**src/mfna_pkg.sv**
```systemverilog
`timescale 1ns / 1ps
// ----------------------------------------------------------------------------
// mfna_pkg: shared types of the face normal accumulator
// Request codes and the command record passed from the front to the back end.
// ----------------------------------------------------------------------------
package mfna_pkg;

	typedef enum logic [1:0] {
		REQ_LOAD  = 2'd0,
		REQ_CLEAR = 2'd1,
		REQ_TRI   = 2'd2,
		REQ_READ  = 2'd3
	} req_kind_t;

	localparam int IDX_BITS = 10;
	localparam int CRD_BITS = 16;
	localparam int OUT_BITS = 48;
	localparam int QUEUE_DEPTH = 2;

	typedef struct packed {
		req_kind_t                  kind;
		logic [IDX_BITS-1:0]        ia;
		logic [IDX_BITS-1:0]        ib;
		logic [IDX_BITS-1:0]        ic;
		logic signed [CRD_BITS-1:0] cx;
		logic signed [CRD_BITS-1:0] cy;
		logic signed [CRD_BITS-1:0] cz;
	} cmd_t;

endpackage

```
**src/mfna_if.sv**
```systemverilog
`timescale 1ns / 1ps
// ----------------------------------------------------------------------------
// mfna_req_if / mfna_rsp_if: valid/ready channels of the accumulator
// Request channel carries one item, response channel one read result.
// ----------------------------------------------------------------------------
interface mfna_req_if;
	import mfna_pkg::*;
	logic                       valid;
	logic                       ready;
	logic [1:0]                 req_type;
	logic [IDX_BITS-1:0]        first_index;
	logic [IDX_BITS-1:0]        second_index;
	logic [IDX_BITS-1:0]        third_index;
	logic signed [CRD_BITS-1:0] coord_x;
	logic signed [CRD_BITS-1:0] coord_y;
	logic signed [CRD_BITS-1:0] coord_z;
	modport source (output valid, req_type, first_index, second_index, third_index,
		coord_x, coord_y, coord_z, input ready);
	modport sink (input valid, req_type, first_index, second_index, third_index,
		coord_x, coord_y, coord_z, output ready);
endinterface


```
**src/mfna_front.sv**
```systemverilog
`timescale 1ns / 1ps
// ----------------------------------------------------------------------------
// mfna_front: request intake and command queue
// Accepts request beats, decodes the kind and buffers commands for the back end.
// ----------------------------------------------------------------------------
module mfna_front
	import mfna_pkg::*;
(
	input  logic        clk,
	input  logic        arst_n,
	mfna_req_if.sink    req,
	output cmd_t        cmd,
	output logic        cmd_valid,
	input  logic        cmd_take
);

	cmd_t       mem_q [QUEUE_DEPTH];
	logic       wp_q, rp_q;
	logic [1:0] cnt_q;
	logic       push;

	assign req.ready = (cnt_q != 2'(QUEUE_DEPTH));
	assign push      = req.valid && req.ready;
	assign cmd_valid = (cnt_q != 2'd0);
	assign cmd       = mem_q[rp_q];

	always_ff @(posedge clk) begin
		if (push) begin
			mem_q[wp_q] <= '{kind: req_kind_t'(req.req_type), ia: req.first_index,
				ib: req.second_index, ic: req.third_index,
				cx: req.coord_x, cy: req.coord_y, cz: req.coord_z};
		end
	end

	always_ff @(posedge clk or negedge arst_n) begin
		if (!arst_n) begin
			wp_q  <= 1'b0;
			rp_q  <= 1'b0;
			cnt_q <= 2'd0;
		end else begin
			if (push) wp_q <= ~wp_q;
			if (cmd_take) rp_q <= ~rp_q;
			cnt_q <= cnt_q + 2'(push) - 2'(cmd_take);
		end
	end

	a_no_overflow: assert property (@(posedge clk) disable iff (!arst_n)
		cnt_q <= 2'(QUEUE_DEPTH)) else $error("queue overflow");
	a_take_valid: assert property (@(posedge clk) disable iff (!arst_n)
		cmd_take |-> cmd_valid) else $error("take from empty queue");
	a_full_blocks: assert property (@(posedge clk) disable iff (!arst_n)
		cnt_q == 2'(QUEUE_DEPTH) |-> !req.ready) else $error("ready while full");

endmodule

```
**src/flat_wrapper.sv**
```systemverilog
// flat-port wrapper written by rule: the top's interface ports become plain ports
module mfna_front_flat import mfna_pkg::*;
  (clk, arst_n, cmd, cmd_valid, cmd_take, req_valid, req_req_type, req_first_index, req_second_index, req_third_index, req_coord_x, req_coord_y, req_coord_z, req_ready);
  mfna_req_if req_i ();
  input  logic clk;
  input  logic arst_n;
  output cmd_t cmd;
  output logic cmd_valid;
  input  logic cmd_take;
  input wire logic [$bits(req_i.valid)-1:0] req_valid;
  input wire logic [$bits(req_i.req_type)-1:0] req_req_type;
  input wire logic [$bits(req_i.first_index)-1:0] req_first_index;
  input wire logic [$bits(req_i.second_index)-1:0] req_second_index;
  input wire logic [$bits(req_i.third_index)-1:0] req_third_index;
  input wire logic [$bits(req_i.coord_x)-1:0] req_coord_x;
  input wire logic [$bits(req_i.coord_y)-1:0] req_coord_y;
  input wire logic [$bits(req_i.coord_z)-1:0] req_coord_z;
  output wire logic [$bits(req_i.ready)-1:0] req_ready;
  assign req_i.valid = req_valid;
  assign req_i.req_type = req_req_type;
  assign req_i.first_index = req_first_index;
  assign req_i.second_index = req_second_index;
  assign req_i.third_index = req_third_index;
  assign req_i.coord_x = req_coord_x;
  assign req_i.coord_y = req_coord_y;
  assign req_i.coord_z = req_coord_z;
  assign req_ready = req_i.ready;
  mfna_front u_core (.clk(clk), .arst_n(arst_n), .req(req_i), .cmd(cmd), .cmd_valid(cmd_valid), .cmd_take(cmd_take));
endmodule
```
**config.mk**
```make
export PLATFORM = sky130hd
export DESIGN_NAME = mfna_front_flat
export DESIGN_NICKNAME = d
export VERILOG_FILES = /design/src/mfna_pkg.sv /design/src/mfna_if.sv /design/src/mfna_front.sv /design/src/flat_wrapper.sv
export SDC_FILE = /design/constraint.sdc
export NUM_CORES = 1
export LEC_CHECK = 0
export BUFFER_PORTS_ARGS = -buffer_cell sky130_fd_sc_hd__buf_2
export CORE_MARGIN = 8
export CORE_UTILIZATION = 47
export CTS_CLUSTER_DIAMETER = 200
export DETAILED_ROUTE_END_ITERATION = 7
export GPL_TIMING_DRIVEN = 1
export PLACE_DENSITY_LB_ADDON = 0.05
export SLEW_MARGIN = 10
export SYNTH_ARGS = -nofsm -noshare
export SYNTH_HDL_FRONTEND = slang
export SYNTH_SLANG_ARGS = --single-unit
export TNS_END_PERCENT = 30
```
**constraint.sdc**
```tcl
create_clock -name clk -period 4.25 [get_ports clk]
set_clock_uncertainty 0.1 [all_clocks]
set_input_delay 0.2125 -clock clk [delete_from_list [all_inputs] [get_ports clk]]
set_output_delay 0.2125 -clock clk [all_outputs]
set_load 0.005 [all_outputs]
```
==> results of run 1 <==
[final cells by class]
cell class / instances / area, sq um / area share (%)
clock inverters: 1 / 5.005 / 0.05785
inverters: 1 / 3.754 / 0.04339
multi-input cells: 93 / 1304 / 15.07
diodes: 1 / 2.502 / 0.02893
repair buffers: 251 / 1689 / 19.53
flip-flops and latches: 164 / 4908 / 56.74
clock buffers: 31 / 518.0 / 5.988
well taps: 176 / 220.2 / 2.546
[logic make-up (layout without fill, tap and decap cells)]
| group | after synthesis | count (layout) | share of synthesized area, % |
|---|---|---|---|
| flops | 164 | 164 | 76.98 |
| mux | 81 | 81 | 18.95 |
| buf+inv | 10 | 284 | 2.749 |
| simple gates | 7 | 7 | 0.5698 |
| xor+xnor | 4 | 4 | 0.5500 |
| fa+ha+maj | 1 | 1 | 0.1964 |
| other cells | 0 | 1 | 0 |
[flip-flops by register name, summed over array words and instances, names as in the netlist]
register	count
u_core.wp_q	1
u_core.cnt_q	2
u_core.rp_q	1
u_core.mem_q	160
[critical path, delay by kind of cell, from the launching register on]
family	cells	cell delay, ps
multiplexers	1	380
buffers and inverters	2	510
flip-flops	1	970
[layer usage]
metal,up-vias,track usage [%]
met3,14,6.094
met4,0,6.057
li1,1579,-
met5,-,0
met2,112,23.70
met1,1623,15.86
[final timing paths]
kind                                           start                       endpoint  slack [ps]  depth (start not counted)
hold reg to reg              u_core.wp_q$_DFFE_PN0P_        u_core.wp_q$_DFFE_PN0P_         460                          1
hold / removal                                arst_n      u_core.cnt_q[1]$_DFF_PN0_          60                          2
setup / recovery             u_core.rp_q$_DFFE_PN0P_                        cmd[79]        1640                          3
max in group asynchronous                     arst_n        u_core.rp_q$_DFFE_PN0P_        3850                          2
setup reg to reg           u_core.cnt_q[0]$_DFF_PN0_  u_core.mem_q[1][78]$_DFFE_PP_        2050                          3
min in group clk                           req_valid        u_core.wp_q$_DFFE_PN0P_         120                          3
[metrics by stage]
step                      util [%]  cell area [sq um]  hold slack, ps
after global placement       55.16               7305          -77.28
after CTS                    65.31               8648           30.61
after global routing         65.33               8651           56.11
after floorplan                  -               6374          -183.1
final                        65.33               8651           61.85
after detailed placement     55.16               7305          -70.67
[where the power goes]
part           switching (W)  total (W)  internal (W)
clock               0.000531    0.00134      0.000810
combinational       0.000667    0.00160      0.000933
sequential          0.000206    0.00242       0.00221
total                0.00140    0.00536       0.00396
[placed cells by master, fill, tap and decap left out, types with 2 or more instances in the layout]
cell           synthesis  final
xnor2_1                2      2
xor2_1                 2      2
mux2_4                79     79
clkbuf_16              0     17
edfxtp_1             160    160
dfrtp_1                4      3
clkbuf_8               0      4
buf_4                  0      3
buf_2                  0    165
clkbuf_1               0     10
nand2_1                2      2
dlygate4sd3_1          0     82
[repair_timing]
item / 4_1_cts / 5_1_grt
endpoints found under the hold margin: 165 / 0
setup buffers: 0 / 0
hold buffers: 82 / 0
==> results.sh, run 1 <==
export IMPL_ys_warn_count=0
export IMPL_nets=613
export IMPL_dr_max_layer_used="met4"
export IMPL_wl_met2_mm=6.110
export IMPL_place_ws_ps=1988
export IMPL_synth_most_common_cell="edfxtp_1"
export IMPL_vias=3328
export IMPL_netlist_cell_type_count=17
export IMPL_worstSetupPathType="reg -> out"
export IMPL_ys_seq_area_share_pct=76.98
export IMPL_track_usage_pct=14.30
export IMPL_post_drt_wl_per_cell_microns=17.04
export IMPL_drc=0
export IMPL_place_inst=603
export IMPL_p_leak_nw=3.500
export IMPL_synth_edf_count=160
export IMPL_fmax_mhz=383.3
export IMPL_wl_mm=12.24
export IMPL_hold_viol_final=0
export IMPL_worstMarginPinSlew_ps=844.0
export IMPL_grt_overflow=0
export IMPL_dr_wl_met3_microns=866
export IMPL_crit_path_end_kind="primary output"
export IMPL_m1WireLength_mm=5.119
export IMPL_clkTransAtPathRegs_ps=50
export IMPL_gp_congestion=0.7011
export IMPL_drt_iter0_drc=163
export IMPL_io_pins=166
export IMPL_io_buffers=165
export IMPL_cts_tree="yes"
export IMPL_syn_inst=267
export IMPL_ys_top_cells_by_count="160 x edfxtp_1, 79 x mux2_4, 8 x buf_12, 4 x dfrtp_1"
export IMPL_finalSetupViolations=0
export IMPL_avgSynthCellArea_sq_um=23.86
export IMPL_clock_root_buffer="clkbuf_16"
export IMPL_period_share_pct=61.38
export IMPL_numClockSinks=164
export IMPL_clkLatencyLatePin_ps=410
export IMPL_crit_slowest_cell="dfrtp_4"
export IMPL_critPathMaxFanout=41
export IMPL_drv_cap=0
export IMPL_crit_arrival_ps=2300
export IMPL_power_w=0.005362
export IMPL_clock_path_buffers=2
export IMPL_initial_core_util_pct=48.11
export IMPL_report_final_slew_viol_count=0
export IMPL_hp_class="in -> async"
export IMPL_timing_slew_headroom_pct=43.73
export IMPL_hpwl_mm=7.615
export IMPL_core_area_sq_mm=0.01324
export IMPL_syn_num_nets=352
export IMPL_ant_nets=0
export IMPL_grt_pass1_vias=3801
export IMPL_powerDensity_mw_per_mm2=619.8
export IMPL_rsz0062_at_grt="false"
export IMPL_synth_top_area_cell="edfxtp_1"
export IMPL_synth_top_area_share_pct=75.41
export IMPL_ctsResizeCount=0
export IMPL_period_needed_ps=2609
export IMPL_ys_top_cells_by_area="edfxtp_1 75%, mux2_4 19%, buf_12 2.5%, dfrtp_1 1.6%, xnor2_1 0.27%"
export IMPL_grt_pass1_wl_mm=19.26
export IMPL_cts_made_buffers=17
export IMPL_fin_ws_ps=1641
export IMPL_htreeDepth=4
export IMPL_routed_via_density=4.635
export IMPL_syn_to_final_growth_pct=35.78
export IMPL_die_h_microns=132.4
export IMPL_grt_max_degree=59
export IMPL_synth_area_sq_mm=0.006371
export IMPL_antenna_found_initial=1
export IMPL_fillers=978
export IMPL_synth_main_ff_cell="edfxtp_1"
export IMPL_setup_tns_ps=0
export IMPL_die_width_microns=132.4
export IMPL_async_flop_share_pct=2.439
export IMPL_cp_required_ps=3940
export IMPL_die_area_sq_mm=0.01754
export IMPL_ys_ff_latch=164
export IMPL_firstDrtPassIters=4
export IMPL_status="complete, no violations"
export IMPL_critPathMaxStageDelay_ps=970
export IMPL_drive_above_1_share_pct=50.83
export IMPL_crit_chain="buf_12, mux2_2, buf_2"
export IMPL_stdcell_count=718
export IMPL_cp_start_kind="flip-flop"
export IMPL_peakVddDrop_v=0.0003382
export IMPL_num_rows=42
Power figures use the tool's default switching activity.
==> run 2: changes to the inputs <==
Clock period 4.25 ns to 2.2 ns, I/O delays scaled along.
==> results.sh, run 2 (same netlist as run 1, synthesis figures left out) <==
export IMPL_gp_congestion=0.6943
export IMPL_grt_pass1_vias=3708
export IMPL_design_area_sq_mm=0.008831
export IMPL_cp_top_family="flip-flops"
export IMPL_drc=0
export IMPL_met2_usage_pct=24.23
export IMPL_clkTransAtPathRegs_ps=60
export IMPL_period_needed_ps=2084
export IMPL_crit_path_end_kind="primary output"
export IMPL_clock_root_buffer="clkbuf_16"
export IMPL_antenna_found_initial=0
export IMPL_final_cell_mix="165 x buf_2, 160 x edfxtp_1, 84 x dlygate4sd3_1"
export IMPL_vias=3296
export IMPL_numClockSinks=164
export IMPL_p_leak_nw=3.579
export IMPL_critPathMaxFanout=36
export IMPL_rsz0062_at_grt="false"
export IMPL_nets=618
export IMPL_cp_required_ps=1990
export IMPL_syn_to_final_growth_pct=38.61
export IMPL_timing_slew_headroom_pct=73.70
export IMPL_firstDrtPassIters=4
export IMPL_crit_arrival_ps=1870
export IMPL_core_area_sq_mm=0.01324
export IMPL_top_usage_layer="met2"
export IMPL_hold_viol_final=0
export IMPL_drv_cap=0
export IMPL_cts_made_buffers=17
export IMPL_report_final_slew_viol_count=0
export IMPL_crit_slowest_cell="dfrtp_4"
export IMPL_period_share_pct=94.72
export IMPL_wl_mm=12.10
export IMPL_finalSetupViolations=0
export IMPL_initial_core_util_pct=48.11
export IMPL_grt_pass1_wl_mm=18.87
export IMPL_drt_iter0_drc=177
export IMPL_drive_above_1_share_pct=52.01
export IMPL_top_register="u_core.mem_q"
export IMPL_use_met3_pct=5.942
export IMPL_largestRegisters="u_core.mem_q: 160 flops, u_core.cnt_q: 2 flops"
export IMPL_clock_path_buffers=2
export IMPL_crit_start="u_core.rp_q$_DFFE_PN0P_"
export IMPL_grt_max_degree=52
export IMPL_cp_start_kind="flip-flop"
export IMPL_critPathMaxStageDelay_ps=640
export IMPL_die_h_microns=132.4
export IMPL_fmax_mhz=479.9
export IMPL_largest_register_ffs=160
export IMPL_r2r_slack_ps=590
export IMPL_use_met1_pct=14.53
export IMPL_endpoint="cmd[41]"
export IMPL_grt_overflow=0
export IMPL_worstSetupPathType="reg -> out"
export IMPL_io_pins=166
export IMPL_layout_commonest_cell="buf_2"
export IMPL_ant_nets=0
export IMPL_hp_class="in -> reg"
export IMPL_track_usage_pct=14.05
export IMPL_clkLatencyLatePin_ps=410
export IMPL_peakVddDrop_v=0.0007582
export IMPL_cts_tree="yes"
export IMPL_die_width_microns=132.4
export IMPL_dpl_cell_area_sq_mm=0.007392
export IMPL_powerDensity_mw_per_mm2=1224
export IMPL_cp_num_cells=3
export IMPL_power_w=0.01081
export IMPL_worstMarginPinSlew_ps=394.5
export IMPL_rr_endpoint="u_core.mem_q[0][30]$_DFFE_PP_"
export IMPL_rr_worst_depth=4
export IMPL_htreeDepth=4
export IMPL_r2r_start="u_core.cnt_q[0]$_DFF_PN0_"
export IMPL_crit_chain="buf_12, mux2_4, buf_2"
export IMPL_die_area_sq_mm=0.01754
export IMPL_hpwl_mm=7.820
export IMPL_status="complete, no violations"
export IMPL_ctsResizeCount=0
export IMPL_io_buffers=165
export IMPL_crit_buf_inv=2
export IMPL_num_rows=42
export IMPL_routed_via_density=4.565
export IMPL_n_antenna_cell=0
export IMPL_post_drt_wl_per_cell_microns=16.75
## run 2: cell count changes in the layout (fill, tap and decap cells not counted), sizes merged
cell and delta:
clkbuf -11, clkinv +5, bufinv +4, buf +3
clkinvlp +2, dlygate4sd3 +2, diode -1
## run 2: area by class of cell
cell class | count | area (sq um)
Clock inverter | 12 | 161.4
Inverter | 1 | 3.754
Sequential cell | 164 | 4908
Timing Repair Buffer | 256 | 1782
Clock buffer | 20 | 436.7
Fill cell | 956 | 4412
Tap cell | 176 | 220.2
Multi-Input combinational cell | 93 | 1319
## run 2: how the worst min path moves through the flow
stage                                   start                       endpoint  slack, ps  cells after the start
final                     req_second_index[0]  u_core.mem_q[1][58]$_DFFE_PP_        320                      2
after global routing           req_coord_y[3]  u_core.mem_q[0][19]$_DFFE_PP_        310                      2
after CTS                      req_coord_z[4]   u_core.mem_q[1][4]$_DFFE_PP_        290                      2
after detailed placement               arst_n      u_core.cnt_q[1]$_DFF_PN0_       -180                      1
after global placement                 arst_n      u_core.cnt_q[1]$_DFF_PN0_       -170                      1
after floorplan                        arst_n      u_core.cnt_q[0]$_DFF_PN0_       -290                      0
## run 2: where the power goes
| group | leakage [nW] | switching (W) | internal, W |
|---|---|---|---|
| sequential | 1.53 | 0.000272 | 0.00427 |
| clock | 0.286 | 0.00106 | 0.00188 |
| combinational | 1.76 | 0.00142 | 0.00190 |
## run 2: repair_timing
item                                   4_1_cts  5_1_grt
setup buffers                                0        0
endpoints found under the hold margin      168        0
hold buffers                                84        0
## run 2: layer usage
metal | vias to the layer above | wire length (microns)
li1 | 1589 | -
met1 | 1587 | 4744
met2 | 105 | 6153
met3 | 15 | 948
met4 | 0 | 248
met5 | - | 0
## run 2: stage by stage
step                hold slack (ps)  setup TNS, ps  std cells  util, %  setup slack (ps)
detailed placement           -175.0              0        606    55.82             535.8
CTS                           293.0              0        722    66.69             78.92
global placement             -174.6              0        606    55.82             555.1
finish                        317.8              0        722    66.69             116.2
global route                  312.2              0        722    66.69             46.73
floorplan                    -285.6          -6333        267        -            -79.16
==> run 3: changes to the inputs <==
--- a/config.mk
+++ b/config.mk
@@ -13,3 +13,3 @@
 export GPL_TIMING_DRIVEN = 1
-export PLACE_DENSITY_LB_ADDON = 0.05
+export PLACE_DENSITY = 0.77
 export SLEW_MARGIN = 10
==> constraint.sdc (replaced) <==
create_clock -name clk -period 2.2 [get_ports clk]
set_clock_uncertainty 0.1 [all_clocks]
set_input_delay 0.66 -clock clk [delete_from_list [all_inputs] [get_ports clk]]
set_output_delay 0.66 -clock clk [all_outputs]
set_load 0.005 [all_outputs]
==> results.sh, run 3 (same netlist as run 1, synthesis figures left out) <==
export IMPL_final_cell_mix="160 x edfxtp_1, 143 x buf_2, 80 x mux2_4"
export IMPL_rsz0062_at_grt="true"
export IMPL_vias=3072
export IMPL_grt_overflow=0
export IMPL_layout_commonest_cell="edfxtp_1"
export IMPL_htreeDepth=4
export IMPL_worstMarginPinSlew_ps=286.0
export IMPL_wl_mm=11.58
export IMPL_peakVddDrop_v=0.0008768
export IMPL_grt_pass1_wl_mm=18.11
export IMPL_timing_slew_headroom_pct=80.93
export IMPL_status="finished, violations left"
export IMPL_period_needed_ps=2367
export IMPL_io_pins=166
export IMPL_ant_nets=0
export IMPL_hpwl_mm=8.077
export IMPL_n_antenna_cell=0
export IMPL_place_ws_ps=255.4
export IMPL_finalSetupViolations=80
export IMPL_crit_slowest_cell="dfrtp_4"
export IMPL_cp_start_kind="flip-flop"
export IMPL_critPathMaxFanout=30
export IMPL_powerDensity_mw_per_mm2=1338
export IMPL_dr_max_layer_used="met5"
export IMPL_firstDrtPassIters=4
export IMPL_fmax_mhz=422.5
export IMPL_p_leak_nw=3.278
export IMPL_die_width_microns=132.4
export IMPL_wl_met2_mm=5.974
export IMPL_largest_register_ffs=160
export IMPL_grt_pass1_vias=3441
export IMPL_fin_ws_ps=-166.6
export IMPL_grt_max_degree=42
export IMPL_die_h_microns=132.4
export IMPL_gp_congestion=0.6889
export IMPL_clock_root_buffer="clkbuf_16"
export IMPL_antenna_found_initial=1
export IMPL_dr_wl_met3_mm=1.056
export IMPL_numClockSinks=164
export IMPL_design_area_sq_mm=0.008144
export IMPL_hp_class="in -> reg"
export IMPL_dpl_cell_area_sq_mm=0.007418
export IMPL_routed_via_density=4.808
export IMPL_clkTransAtPathRegs_ps=60
export IMPL_initial_core_util_pct=48.11
export IMPL_track_usage_pct=13.48
export IMPL_drc=0
export IMPL_nets=535
export IMPL_post_drt_wl_per_cell_microns=18.12
export IMPL_core_area_sq_mm=0.01324
export IMPL_crit_arrival_ps=1610
export IMPL_die_area_sq_mm=0.01754
export IMPL_num_rows=42
export IMPL_clock_path_buffers=2
export IMPL_drive_above_1_share_pct=61.12
export IMPL_top_register="u_core.mem_q"
export IMPL_failed_checks="negative setup slack"
export IMPL_cp_required_ps=1440
export IMPL_worstSetupPathType="reg -> out"
export IMPL_critPathMaxStageDelay_ps=460
export IMPL_cts_made_buffers=17
export IMPL_drt_iter0_drc=116
export IMPL_cts_tree="yes"
export IMPL_report_final_slew_viol_count=0
export IMPL_crit_chain="buf_12, mux2_4, buf_2"
export IMPL_crit_path_end_kind="primary output"
export IMPL_syn_to_final_growth_pct=27.83
export IMPL_hold_viol_final=0
export IMPL_largestRegisters="u_core.mem_q: 160 flops, u_core.cnt_q: 2 flops"
export IMPL_io_buffers=165
export IMPL_drv_cap=0
export IMPL_clkLatencyLatePin_ps=410
export IMPL_post_cts_buffers=0
export IMPL_period_share_pct=107.6
export IMPL_m1WireLength_mm=4.356
==> run 3: cell count changes in the layout (fill, tap and decap cells not counted), sizes merged <==
cell         change
clkinv           +2
bufinv           -1
clkinvlp         -1
dlygate4sd3     -83
==> run 3: where the power goes <==
group	internal (W)	total [W]	switching, W
registers	0.00427	0.00447	0.000201
logic	0.00205	0.00357	0.00152
clock network	0.00176	0.00285	0.00109
total	0.00808	0.0109	0.00281
==> run 3: cell type report <==
cell class / instances / area (sq um)
fillers: 1001 / 5099
flip-flops and latches: 164 / 4908
multi-input cells: 93 / 1324
repair buffers: 173 / 1114
clock buffers: 20 / 436.7
well taps: 176 / 220.2
clock inverters: 12 / 137.6
inverters: 1 / 3.754
==> run 3: layer usage <==
layer,vias up,global-route usage [%]
li1,1421,-
met5,-,0
met2,117,23.16
met1,1515,13.35
met4,2,6.625
met3,17,6.548
==> run 3: repair_timing <==
action / CTS / global route
gates resized for setup: 23 / 0
endpoints found under the setup margin: 80 / 80
cloned: 0 / 0
hold buffers: 1 / 0
endpoints found under the hold margin: 4 / 0
pin swaps: 0 / 0
==> run 3: worst paths after layout <==
check	end	slack, ps	depth (start not counted)	from
min	u_core.mem_q[1][51]$_DFFE_PP_	330	1	req_third_index[3]
max in group asynchronous	u_core.rp_q$_DFFE_PN0P_	1350	2	arst_n
min in group asynchronous	u_core.cnt_q[0]$_DFF_PN0_	510	2	arst_n
min reg2reg	u_core.wp_q$_DFFE_PN0P_	460	1	u_core.wp_q$_DFFE_PN0P_
max reg2reg	u_core.mem_q[1][45]$_DFFE_PP_	460	3	u_core.cnt_q[0]$_DFF_PN0_
max	cmd[69]	-170	3	u_core.rp_q$_DFFE_PN0P_
==> run 3: critical path: cells and delay by family, from the launching register on <==
family / cells / cell delay, ps
buf+inv: 2 / 380
flops: 1 / 460
mux: 1 / 330
==> run 3: stage by stage <==
| step | utilization [%] | hold slack [ps] | power [W] | TNS, ps | std cells |
|---|---|---|---|---|---|
| global route | 61.50 | 309.5 | 0.01142 | -15790 | 639 |
| detailed placement | 56.02 | 374.2 | 0.007956 | 0 | 606 |
| CTS | 61.50 | 308.4 | 0.01107 | -14150 | 639 |
| floorplan | - | 264.4 | 0.006881 | -20220 | 267 |
| finish | 61.50 | 328.5 | 0.01089 | -11280 | 639 |
| global placement | 56.02 | 369.0 | 0.007872 | 0 | 606 |
